File: src/rtl/core/tmot_pkg.sv
package tmot_pkg;

   // Block dimensions
   localparam int MAX_SAMPLES = 16;
   localparam int ADC_BITS    = 10;

   // Field and register widths fixed by the interface
   localparam int FIELD_W   = 10;
   localparam int COUNT_W   = 5;
   localparam int THRESH_W  = 10;
   localparam int CSR_W     = 32;
   localparam int CSR_ADDR_W = 3;
   localparam int REQ_DATA_W = 24;
   localparam int RSP_DATA_W = 24;

   // Derived widths
   localparam int CNT_W  = $clog2(MAX_SAMPLES + 1);
   localparam int SUM_W  = $clog2(MAX_SAMPLES * ((1 << ADC_BITS) - 1) + 1);
   localparam int STEP_W = $clog2(SUM_W + 1);
   localparam int CMP_W  = (ADC_BITS > THRESH_W) ? ADC_BITS : THRESH_W;

   // Register map, selected by address bit 2
   localparam logic REG_SAMPLE_COUNT   = 1'b0;
   localparam logic REG_TRIP_THRESHOLD = 1'b1;

   localparam logic [COUNT_W-1:0]  SAMPLE_COUNT_RESET   = COUNT_W'(16);
   localparam logic [THRESH_W-1:0] TRIP_THRESHOLD_RESET = THRESH_W'(1000);

   // Per-word control from the window sequencer to both lanes
   typedef struct packed {
      logic             accept;
      logic             first;
      logic             close;
      logic [CNT_W-1:0] taken;
   } lane_ctrl_type;

   // Lane status toward the merge stage
   typedef struct packed {
      logic                done;
      logic [ADC_BITS-1:0] mean;
   } lane_stat_type;

endpackage

File: src/rtl/core/tmot_lane.sv
module tmot_lane (
   input  logic                           clock,
   input  logic                           reset,
   input  tmot_pkg::lane_ctrl_type        ctrl,
   input  logic [tmot_pkg::ADC_BITS-1:0]  sample,
   input  logic                           ack,
   output tmot_pkg::lane_stat_type        stat
);
   import tmot_pkg::*;

   logic [SUM_W-1:0]    sum_ff, sum_in;
   logic [ADC_BITS-1:0] min_ff, min_in;
   logic [ADC_BITS-1:0] max_ff, max_in;
   logic [CNT_W-1:0]    taken_ff, taken_in;
   logic                load_ff, load_in;
   logic                run_ff, run_in;
   logic                done_ff, done_in;
   logic [STEP_W-1:0]   step_ff, step_in;
   logic [SUM_W-1:0]    num_ff, num_in;
   logic [CNT_W-1:0]    rem_ff, rem_in;
   logic [CNT_W-1:0]    div_ff, div_in;

   logic [SUM_W-1:0]    trim_max;
   logic [SUM_W-1:0]    trim_min;
   logic [CNT_W:0]      trial;

   always_comb begin
      sum_in   = sum_ff;
      min_in   = min_ff;
      max_in   = max_ff;
      taken_in = taken_ff;
      load_in  = load_ff;
      run_in   = run_ff;
      done_in  = done_ff;
      step_in  = step_ff;
      num_in   = num_ff;
      rem_in   = rem_ff;
      div_in   = div_ff;

      // drop the extremes only where the window holds enough samples
      trim_max = (taken_ff > CNT_W'(2)) ? SUM_W'(max_ff) : '0;
      trim_min = (taken_ff > CNT_W'(1)) ? SUM_W'(min_ff) : '0;
      trial    = {rem_ff, num_ff[SUM_W-1]};

      // accumulate the sample into sum, minimum and maximum
      if (ctrl.accept) begin
         if (ctrl.first) begin
            sum_in = SUM_W'(sample);
            min_in = sample;
            max_in = sample;
         end else begin
            sum_in = sum_ff + SUM_W'(sample);
            if (sample < min_ff) min_in = sample;
            if (sample > max_ff) max_in = sample;
         end
         if (ctrl.close) begin
            load_in  = 1'b1;
            taken_in = ctrl.taken;
         end
      end

      // load the divider with the trimmed sum and sample count
      if (load_ff) begin
         load_in = 1'b0;
         run_in  = 1'b1;
         num_in  = sum_ff - trim_max - trim_min;
         rem_in  = '0;
         div_in  = (taken_ff > CNT_W'(2)) ? taken_ff - CNT_W'(2) : CNT_W'(1);
         step_in = STEP_W'(SUM_W);
      end

      // restoring division, one quotient bit per cycle
      if (run_ff) begin
         if (trial >= {1'b0, div_ff}) begin
            rem_in = CNT_W'(trial - {1'b0, div_ff});
            num_in = {num_ff[SUM_W-2:0], 1'b1};
         end else begin
            rem_in = CNT_W'(trial);
            num_in = {num_ff[SUM_W-2:0], 1'b0};
         end
         step_in = step_ff - STEP_W'(1);
         if (step_ff == STEP_W'(1)) begin
            run_in  = 1'b0;
            done_in = 1'b1;
         end
      end

      // release the quotient once the merge stage has taken it
      if (ack) done_in = 1'b0;
   end

   always_ff @(posedge clock) begin
      if (reset) begin
         load_ff <= 1'b0;
         run_ff  <= 1'b0;
         done_ff <= 1'b0;
         step_ff <= '0;
      end else begin
         load_ff <= load_in;
         run_ff  <= run_in;
         done_ff <= done_in;
         step_ff <= step_in;
      end
   end

   always_ff @(posedge clock) begin
      sum_ff   <= sum_in;
      min_ff   <= min_in;
      max_ff   <= max_in;
      taken_ff <= taken_in;
      num_ff   <= num_in;
      rem_ff   <= rem_in;
      div_ff   <= div_in;
   end

   assign stat.done = done_ff;
   assign stat.mean = num_ff[ADC_BITS-1:0];

endmodule

File: src/rtl/core/tmot_merge.sv
module tmot_merge (
   input  logic                                clock,
   input  logic                                reset,
   input  tmot_pkg::lane_stat_type             right_stat,
   input  tmot_pkg::lane_stat_type             left_stat,
   input  logic [tmot_pkg::THRESH_W-1:0]       trip_threshold,
   output logic                                ack,
   output logic                                rsp_tvalid,
   input  logic                                rsp_tready,
   output logic [tmot_pkg::RSP_DATA_W-1:0]     rsp_tdata
);
   import tmot_pkg::*;

   logic                valid_ff, valid_in;
   logic [FIELD_W-1:0]  right_ff, right_in;
   logic [FIELD_W-1:0]  left_ff, left_in;
   logic                over_ff, over_in;

   // take both lane results when the output register is free
   always_comb begin
      ack      = right_stat.done && left_stat.done && (!valid_ff || rsp_tready);
      valid_in = valid_ff;
      right_in = right_ff;
      left_in  = left_ff;
      over_in  = over_ff;
      if (valid_ff && rsp_tready) valid_in = 1'b0;
      if (ack) begin
         valid_in = 1'b1;
         right_in = FIELD_W'(right_stat.mean);
         left_in  = FIELD_W'(left_stat.mean);
         over_in  = (CMP_W'(right_stat.mean) > CMP_W'(trip_threshold)) ||
                    (CMP_W'(left_stat.mean) > CMP_W'(trip_threshold));
      end
   end

   always_ff @(posedge clock) begin
      if (reset) begin
         valid_ff <= 1'b0;
      end else begin
         valid_ff <= valid_in;
      end
   end

   always_ff @(posedge clock) begin
      right_ff <= right_in;
      left_ff  <= left_in;
      over_ff  <= over_in;
   end

   assign rsp_tvalid = valid_ff;
   assign rsp_tdata  = RSP_DATA_W'({over_ff, left_ff, right_ff});

endmodule

File: src/rtl/core/trimmed_mean_overcurrent_trip.sv
// Trimmed-mean overcurrent trip. Each input word carries one right and one
// left half-bridge current sample. Two lanes keep a running sum, minimum and
// maximum per channel over a window of sample_count words (0 acts as 1,
// values above 16 act as 16); the word that closes the window yields one
// result word holding each channel's mean with the largest and smallest
// samples dropped (two samples: the larger one; one sample: that sample) and
// a trip flag set when either mean is above trip_threshold. A word that does
// not close a window is taken without a stall. A closing word keeps the input
// stalled while the divider is loaded, while the per-lane restoring divider
// runs (one quotient bit per cycle over the 14-bit sum) and while both
// quotients move into the output register. The stall runs longer while the
// output register still holds a result word that has not been taken.
// A waiting result does not stall words that do not close the next window.
module trimmed_mean_overcurrent_trip (
   input  logic                                clock,
   input  logic                                reset,
   // req_tdata: [9:0] right_sample, [19:10] left_sample, [23:20] zero
   input  logic                                req_tvalid,
   output logic                                req_tready,
   input  logic [tmot_pkg::REQ_DATA_W-1:0]     req_tdata,
   // rsp_tdata: [9:0] right_current, [19:10] left_current,
   //            [20] over_current, [23:21] zero
   output logic                                rsp_tvalid,
   input  logic                                rsp_tready,
   output logic [tmot_pkg::RSP_DATA_W-1:0]     rsp_tdata,
   input  logic                                csr_psel,
   input  logic                                csr_penable,
   input  logic                                csr_pwrite,
   input  logic [tmot_pkg::CSR_ADDR_W-1:0]     csr_paddr,
   input  logic [tmot_pkg::CSR_W-1:0]          csr_pwdata,
   output logic [tmot_pkg::CSR_W-1:0]          csr_prdata,
   output logic                                csr_pready
);
   import tmot_pkg::*;

   logic [COUNT_W-1:0]  count_ff, count_in;
   logic [THRESH_W-1:0] thresh_ff, thresh_in;
   logic [CNT_W-1:0]    pos_ff, pos_in;
   logic                busy_ff, busy_in;

   logic                csr_write;
   logic                accept;
   logic [CNT_W-1:0]    eff_count;
   logic [CNT_W-1:0]    taken;
   logic                close;
   logic                ack;
   lane_ctrl_type       ctrl;
   lane_stat_type       right_stat;
   lane_stat_type       left_stat;

   // register writes and reads
   assign csr_pready = 1'b1;
   assign csr_write  = csr_psel && csr_penable && csr_pwrite && csr_pready;

   always_comb begin
      count_in  = count_ff;
      thresh_in = thresh_ff;
      if (csr_write) begin
         if (csr_paddr[2] == REG_SAMPLE_COUNT) begin
            count_in = csr_pwdata[COUNT_W-1:0];
         end else begin
            thresh_in = csr_pwdata[THRESH_W-1:0];
         end
      end
      if (csr_paddr[2] == REG_SAMPLE_COUNT) begin
         csr_prdata = CSR_W'(count_ff);
      end else begin
         csr_prdata = CSR_W'(thresh_ff);
      end
   end

   // clamp the window length to 1..MAX_SAMPLES
   always_comb begin
      if (count_ff == '0) begin
         eff_count = CNT_W'(1);
      end else if (32'(count_ff) > MAX_SAMPLES) begin
         eff_count = CNT_W'(MAX_SAMPLES);
      end else begin
         eff_count = CNT_W'(count_ff);
      end
   end

   // window sequencer: count words, close the window, hold off during division
   assign req_tready = !busy_ff;
   assign accept     = req_tvalid && req_tready;
   assign taken      = pos_ff + CNT_W'(1);
   assign close      = (taken >= eff_count);

   always_comb begin
      pos_in  = pos_ff;
      busy_in = busy_ff;
      if (accept) begin
         pos_in = close ? '0 : taken;
         if (close) busy_in = 1'b1;
      end
      if (ack) busy_in = 1'b0;
   end

   assign ctrl.accept = accept;
   assign ctrl.first  = (pos_ff == '0);
   assign ctrl.close  = close;
   assign ctrl.taken  = taken;

   always_ff @(posedge clock) begin
      if (reset) begin
         count_ff  <= SAMPLE_COUNT_RESET;
         thresh_ff <= TRIP_THRESHOLD_RESET;
         pos_ff    <= '0;
         busy_ff   <= 1'b0;
      end else begin
         count_ff  <= count_in;
         thresh_ff <= thresh_in;
         pos_ff    <= pos_in;
         busy_ff   <= busy_in;
      end
   end

   tmot_lane u_right_lane (
      .clock  (clock),
      .reset  (reset),
      .ctrl   (ctrl),
      .sample (ADC_BITS'(req_tdata[FIELD_W-1:0])),
      .ack    (ack),
      .stat   (right_stat)
   );

   tmot_lane u_left_lane (
      .clock  (clock),
      .reset  (reset),
      .ctrl   (ctrl),
      .sample (ADC_BITS'(req_tdata[2*FIELD_W-1:FIELD_W])),
      .ack    (ack),
      .stat   (left_stat)
   );

   tmot_merge u_merge (
      .clock          (clock),
      .reset          (reset),
      .right_stat     (right_stat),
      .left_stat      (left_stat),
      .trip_threshold (thresh_ff),
      .ack            (ack),
      .rsp_tvalid     (rsp_tvalid),
      .rsp_tready     (rsp_tready),
      .rsp_tdata      (rsp_tdata)
   );

endmodule

File: config.mk
export PLATFORM = sky130hd
export DESIGN_NAME = trimmed_mean_overcurrent_trip
export DESIGN_NICKNAME = d
export VERILOG_FILES = /design/src/rtl/core/tmot_pkg.sv /design/src/rtl/core/tmot_lane.sv /design/src/rtl/core/tmot_merge.sv /design/src/rtl/core/trimmed_mean_overcurrent_trip.sv
export SDC_FILE = /design/constraint.sdc
export NUM_CORES = 1
export LEC_CHECK = 0
export ABC_AREA = 1
export BUFFER_PORTS_ARGS = -buffer_cell sky130_fd_sc_hd__buf_2
export CAP_MARGIN = 20
export CORE_MARGIN = 5
export CORE_UTILIZATION = 35
export CTS_BUF_LIST = sky130_fd_sc_hd__clkbuf_8
export DETAILED_ROUTE_END_ITERATION = 10
export HOLD_SLACK_MARGIN = 0.05
export MAX_ROUTING_LAYER = met4
export PLACE_DENSITY = 0.5
export SLEW_MARGIN = 0
export SYNTH_ARGS = -nofsm -noshare
export SYNTH_HDL_FRONTEND = slang
export SYNTH_HIERARCHICAL = 1
export SYNTH_SLANG_ARGS = --single-unit
File: constraint.sdc
create_clock -name clock -period 9 [get_ports clock]
set_clock_uncertainty 0.1 [all_clocks]
set_input_delay 2.7 -clock clock [delete_from_list [all_inputs] [get_ports clock]]
set_output_delay 2.7 -clock clock [all_outputs]
set_load 0.1 [all_outputs]
==> results.txt, run 1 <==
Die Area -> 41370 um2
Hold Crit Start -> u_right_lane/step_ff[3]
Util after Layout -> 0.3826
Share of layout cells above drive strength 1 -> 0.09583
GRT Residual Overflow -> 0
Worst rel slew slack -> 0.4443
Yosys reg bits -> 183
Worst reg2reg path depth -> 17
CTS tree -> built
Layout area overhead -> 7.503%
Synth cell count leaders -> nand2_1, inv_1, nor2_1, edfxtp_1, ha_1
Drt wl/cell -> 14.15 um
Worst setup path class -> input port to output port
Crit path from -> csr_paddr[2]
Design Area, Final -> 14070 um2
Leakage -> 6.885 nW
Synth Cell Area -> 13090 um2
Avg Synthesized Cell Area -> 8.006 um2
TNS Setup -> 0 ps
GR Util All Layers -> 0.1536
Top-count cell post-synth -> nand2_1
WL final -> 30.70 mm
Final min period -> 6356 ps
Crit end category -> output port
Pwr/cell area -> 189.4 nW/um2
Synth top area share -> 0.3372
Drt pass-1 iters -> 5
Number of synthesized flops with an enable pin -> 147
Flop pwr share -> 0.393
Postcts setup bufs -> 0
Ranking of synthesized cells by area -> edfxtp_1, ha_1, nand2_1, inv_1, dfxtp_1
Outcome -> complete, no violations
Reg-to-Reg Start -> u_right_lane/taken_ff[1]
Routed Antenna Nets -> 0
Hold_buf cts -> 0
VDD IR-drop max -> 0.00007728 V
Cell row count -> 70
Hold WC Path Type -> flop to flop
GPL Wtd Cong -> 0.8399
Pre-CTS setup slack -> 2651 ps
Dpl hpwl -> 23.77 mm
Initial antenna violation count -> 0
Asr flop ratio synth -> 0
Largest net degree at the start of global routing -> 43
Crit path max fanout -> 17
Max frequency -> 0.1573 GHz
Reg2Reg Setup Slack -> 5170 ps
Slew @ Worst Pin -> 833.5 ps
RSZ-0062 raised after global routing -> no
Register area -> 5135 um2
Layout Nets -> 1905
Post-layout power -> 0.002665 W
# port buffers -> 70
Net switching power of the design -> 0.001079 W
CP endpoint -> csr_prdata[4]
Area of the multi-input gates -> 6420 um2
Register area share after synthesis -> 0.3923
CTS H-tree lvls -> 4
Vias -> 9900
Dominant cell type by area after synthesis -> edfxtp_1
# fillers -> 3817
Startpoint Class -> input port
Final setup viols -> 0
Die Height -> 203.4 um
Final Max Slew Viols -> 0
Fin. Hold Viols -> 0
Worst-skew pair later-pin latency -> 490 ps
Synth Warn # -> 6
Clock network power share -> 0.206
Cell Int Power -> 0.001586 W
Vias per inst -> 4.562
Vias in the first global route -> 9345
Main synth FF type -> edfxtp_1
CTS max path bufs -> 2
Post-CTS Resized -> 0
Worst-path clk slew -> 100 ps
Syn Inst Count -> 1635
Tcrit/Tclk final -> 0.7062
Critical path required time -> 6200 ps
Drt initial violations -> 589
Arrival time worst endpoint -> 3560 ps
CTS Buf Count -> 17
Sw frac -> 0.4048
Cell area after placement -> 13680 um2
Netlist cell types -> 49
Global-route wire length before repair -> 49.49 mm
Io pins -> 125
Horiz. Die Dim -> 203.4 um
Root buf cell -> clkbuf_8
# DRC -> 0
R2r endpoint -> u_right_lane/num_ff[5]
Initial Util -> 0.3559
CTS sink count -> 183
Max-Cap Viols -> 0
Setup WS post-layout -> 2644 ps
Comb pwr share -> 0.401
Core Area -> 36790 um2
-- through the flow --
stage / instances / hold slack (ps)
after floorplan: 1658 / 337.2
after global placement: 2133 / 362.0
after detailed placement: 2134 / 374.5
after CTS: 2166 / 391.2
after global routing: 2169 / 407.7
final: 2170 / 388.5
-- worst min-delay path by stage --
stage / cells after the start / slack [ps] / end
after floorplan: 1 / 340 / u_left_lane/step_ff[3]
after global placement: 1 / 360 / u_right_lane/step_ff[3]
after detailed placement: 1 / 370 / u_right_lane/step_ff[3]
after CTS: 2 / 390 / u_merge/rsp_tvalid
after global routing: 1 / 410 / u_left_lane/step_ff[3]
final: 1 / 390 / u_right_lane/step_ff[3]
-- critical path, cell delays in order --
cell     delay, ps
buf_2          240
nand2_1         80
o21ai_0         80
buf_2          450
-- power by group through the flow --
stage,combinational [W],sequential [W],clock (W)
6_report,0.00107,0.00105,0.000548
5_1_grt,0.00123,0.00105,0.000606
4_1_cts,0.00107,0.00105,0.000578
3_5_place_dp,0.00106,0.00107,0
3_3_place_gp,0.00105,0.00107,0
2_1_floorplan,0.000829,0.00105,0
-- cells by family after synthesis --
| logic type | synth area share |
|---|---|
| flops | 0.3923 |
| compound gates | 0.07436 |
| buf+inv | 0.1247 |
| fa+ha+maj | 0.1581 |
| xor+xnor | 0.01204 |
| other cells | 0.0008602 |
| simple gates | 0.2376 |
-- state kept, by name, indices dropped and copies added, names as in the netlist, 10 cells and up --
register             cells
u_left_lane/min_ff      10
u_right_lane/num_ff     14
u_left_lane/num_ff      14
u_merge/left_ff         10
u_left_lane/sum_ff      14
u_right_lane/min_ff     10
u_right_lane/sum_ff     14
u_left_lane/max_ff      10
u_right_lane/max_ff     10
thresh_ff               10
u_merge/right_ff        10
-- final cells by class --
cell class / instances / area share
timing repair buffer: 79 / 0.02970
clock buffer: 17 / 0.01663
antenna: 1 / 0.0001778
inverter: 306 / 0.08162
multi-input combinational: 1101 / 0.4562
clock inverter: 15 / 0.009158
tap: 468 / 0.04161
sequential: 183 / 0.3649
-- routing by layer --
layer | share of wire | global-route usage | routed length (um)
met1 | 0.51 | 0.2149 | 15560
met4 | 0.013 | 0.04264 | 413
met2 | 0.44 | 0.2357 | 13580
met3 | 0.037 | 0.02051 | 1138
met5 | 0 | - | 0
-- cells in the final DEF (no fill, tap or decap), types with 3 or more instances in the layout --
| master | n |
|---|---|
| nor3_1 | 13 |
| o21ai_0 | 53 |
| clkbuf_8 | 17 |
| a21oi_1 | 69 |
| nor2_2 | 4 |
| fa_1 | 24 |
| or2_1 | 5 |
| xnor2_1 | 8 |
| o21ai_1 | 8 |
| buf_4 | 9 |
| buf_2 | 70 |
| nand3_1 | 88 |
| edfxtp_1 | 147 |
| ha_1 | 127 |
| a21o_1 | 4 |
| dfxtp_1 | 36 |
| and2_1 | 6 |
| inv_1 | 300 |
| nand2_2 | 7 |
| o21bai_1 | 3 |
| xor2_1 | 10 |
| or2_2 | 4 |
| nand2_1 | 412 |
| inv_4 | 3 |
| inv_2 | 6 |
| nor2_1 | 167 |
| nand3b_1 | 3 |
| conb_1 | 26 |
| nand4_1 | 16 |
| clkinv_2 | 3 |
| a21oi_2 | 7 |
| o21ai_2 | 9 |
| nor2_4 | 3 |
| nand3_2 | 4 |
No activity file was read; power rests on OpenSTA's default activity.
==> run 2, diff against run 1 <==
==> constraint.sdc (replaced) <==
create_clock -name clock -period 6.4 [get_ports clock]
set_clock_uncertainty 0.1 [all_clocks]
set_input_delay 1.92 -clock clock [delete_from_list [all_inputs] [get_ports clock]]
set_output_delay 1.92 -clock clock [all_outputs]
set_load 0.1 [all_outputs]
==> run 2 against run 1 <==
Effect of this change:
- largest power group unchanged
- global-route usage about the same
- combinational power up 40%
- sequential share of layout area barely moved
- wire length is 1.1% lower
- highest routed layer unchanged
- count of clock-buffer cells in the layout is the same
- power grew 41%
==> results.txt, run 2 (synthesized netlist as in run 1, its figures left out) <==
Outcome -> complete, no violations
Reg2Reg Setup Slack -> 2520 ps
Final Max Slew Viols -> 0
Drt pass-1 iters -> 5
Crit end category -> output port
GPL Wtd Cong -> 0.8507
Fin. Hold Viols -> 0
CTS H-tree lvls -> 4
Critical-path top delay cell -> buf_2
Critical path required time -> 4380 ps
Largest net degree at the start of global routing -> 31
Layout area overhead -> 7.446%
WL final -> 30.36 mm
Final setup viols -> 0
Leakage -> 6.875 nW
Pwr/cell area -> 266.4 nW/um2
Hold_buf cts -> 0
Tcrit/Tclk final -> 0.7614
Reg-to-Reg Start -> u_left_lane/taken_ff[1]
Cells after DPL -> 2134
VDD IR-drop max -> 0.0001004 V
Root buf cell -> clkbuf_8
Horiz. Die Dim -> 203.4 um
Vias per inst -> 4.575
# diodes -> 0
Crit path max fanout -> 17
Dpl hpwl -> 24.06 mm
Cell row count -> 70
CP dominant cell by count -> buf_2
Io pins -> 125
Hold WC Path Type -> flop to flop
Met2 wire length -> 13.79 mm
CP delay by family, top -> buffers and inverters
Arrival time worst endpoint -> 2850 ps
Vias -> 9915
Crit path from -> csr_paddr[2]
Worst-skew pair later-pin latency -> 490 ps
CP max stage delay -> 480 ps
Layout Nets -> 1903
Slew @ Worst Pin -> 1044 ps
Max-Cap Viols -> 0
# DRC -> 0
CTS max path bufs -> 2
Global-route wire length before repair -> 49.65 mm
R2r endpoint -> u_left_lane/num_ff[13]
Worst rel slew slack -> 0.3040
Worst-path clk slew -> 110 ps
Post-CTS Resized -> 0
GRT Residual Overflow -> 0
GR Util All Layers -> 0.1535
Max frequency -> 0.2052 GHz
Drt initial violations -> 557
CTS tree -> built
Worst Path Buf+Inv -> 2
Final min period -> 4873 ps
Worst reg2reg path depth -> 18
Initial Util -> 0.3559
TNS Setup -> 0 ps
CTS Buf Count -> 17
# port buffers -> 70
Postcts setup bufs -> 0
M1 WL -> 15.17 mm
Die Height -> 203.4 um
Share of layout cells above drive strength 1 -> 0.09535
Max layer used -> met4
Critical-path cell list -> buf_2, o21ai_0, buf_2
Die Area -> 41370 um2
CP endpoint -> csr_prdata[4]
Vias in the first global route -> 9611
Worst setup path class -> input port to output port
Post-Layout Cell Count -> 2167
Startpoint Class -> input port
Routed Antenna Nets -> 0
RSZ-0062 raised after global routing -> no
WP depth -> 3
Metal3 WL -> 1.151 mm
Core Area -> 36790 um2
Most common cell after layout, fill and taps aside -> nand2_1
Commonest cells after routing, fill and taps aside -> nand2_1, inv_1, nor2_1, edfxtp_1, ha_1
Drt wl/cell -> 14.01 um
Post-layout power -> 0.003747 W
Initial antenna violation count -> 0
CTS sink count -> 183
run 2: cell types whose count changed in the layout (fill, tap and decap cells not counted):
cell | previous run | this run
diode_2 | 1 | 0
buf_4 | 9 | 7
clkinv_4 | 2 | 1
inv_1 | 300 | 299
inv_4 | 3 | 5
clkinv_8 | 0 | 1
clkinv_2 | 3 | 1
inv_6 | 2 | 5
inv_8 | 2 | 0
run 2: layer usage:
layer  vias to the layer above  track usage
met2                       169       0.2427
met1                      4493       0.2109
met4                         0      0.03445
met5                         -            -
met3                        12      0.02242
li1                       5241            -
run 2: worst reg2reg max path: stages (launching register included):
cell	delay [ps]
edfxtp_1	450
inv_1	130
ha_1	160
inv_1	50
nor2_1	120
inv_1	80
a21oi_2	590
nor2_1	180
fa_1	540
inv_1	40
ha_1	380
nand2_1	130
inv_1	50
nand2_1	60
nand2_1	70
a21oi_1	180
nand3_1	90
nand3_1	110
nand2_1	110
run 2: per-stage QoR:
step | worst slack (ps) | util | instance area, um2 | hold WS [ps]
after global placement | 1578 | 0.3718 | 13680 | 366.8
final | 1527 | 0.3823 | 14060 | 390.1
after CTS | 1555 | 0.3821 | 14060 | 393.1
after global routing | 1487 | 0.3823 | 14060 | 408.9
after detailed placement | 1554 | 0.3720 | 13680 | 377.7
after floorplan | 346.7 | - | 13180 | 337.2
run 2: power breakdown:
part           total (W)  switching, W  internal [W]
combinational    0.00150       0.00100      0.000497
sequential       0.00147     0.0000519       0.00142
clock           0.000776      0.000459      0.000316
total            0.00375       0.00151       0.00224
run 2: worst min-delay path by stage:
stage / from / cells past startpoint / endpoint
finish: u_right_lane/step_ff[3] / 1 / u_right_lane/step_ff[3]
global route: u_left_lane/step_ff[3] / 1 / u_left_lane/step_ff[3]
CTS: u_right_lane/step_ff[0] / 2 / u_right_lane/step_ff[0]
detailed placement: u_right_lane/step_ff[0] / 2 / u_right_lane/step_ff[0]
global placement: u_right_lane/step_ff[3] / 1 / u_right_lane/step_ff[3]
floorplan: u_left_lane/step_ff[3] / 1 / u_left_lane/step_ff[3]
run 2: area by class of cell:
type	count	area, um2
Fill cell	3833	22720
Multi-Input combinational cell	1101	6420
Sequential cell	183	5135
Inverter	306	1149
Tap cell	468	585.6
Timing Repair Buffer	77	402.9
Clock buffer	17	234.0
Clock inverter	15	138.9
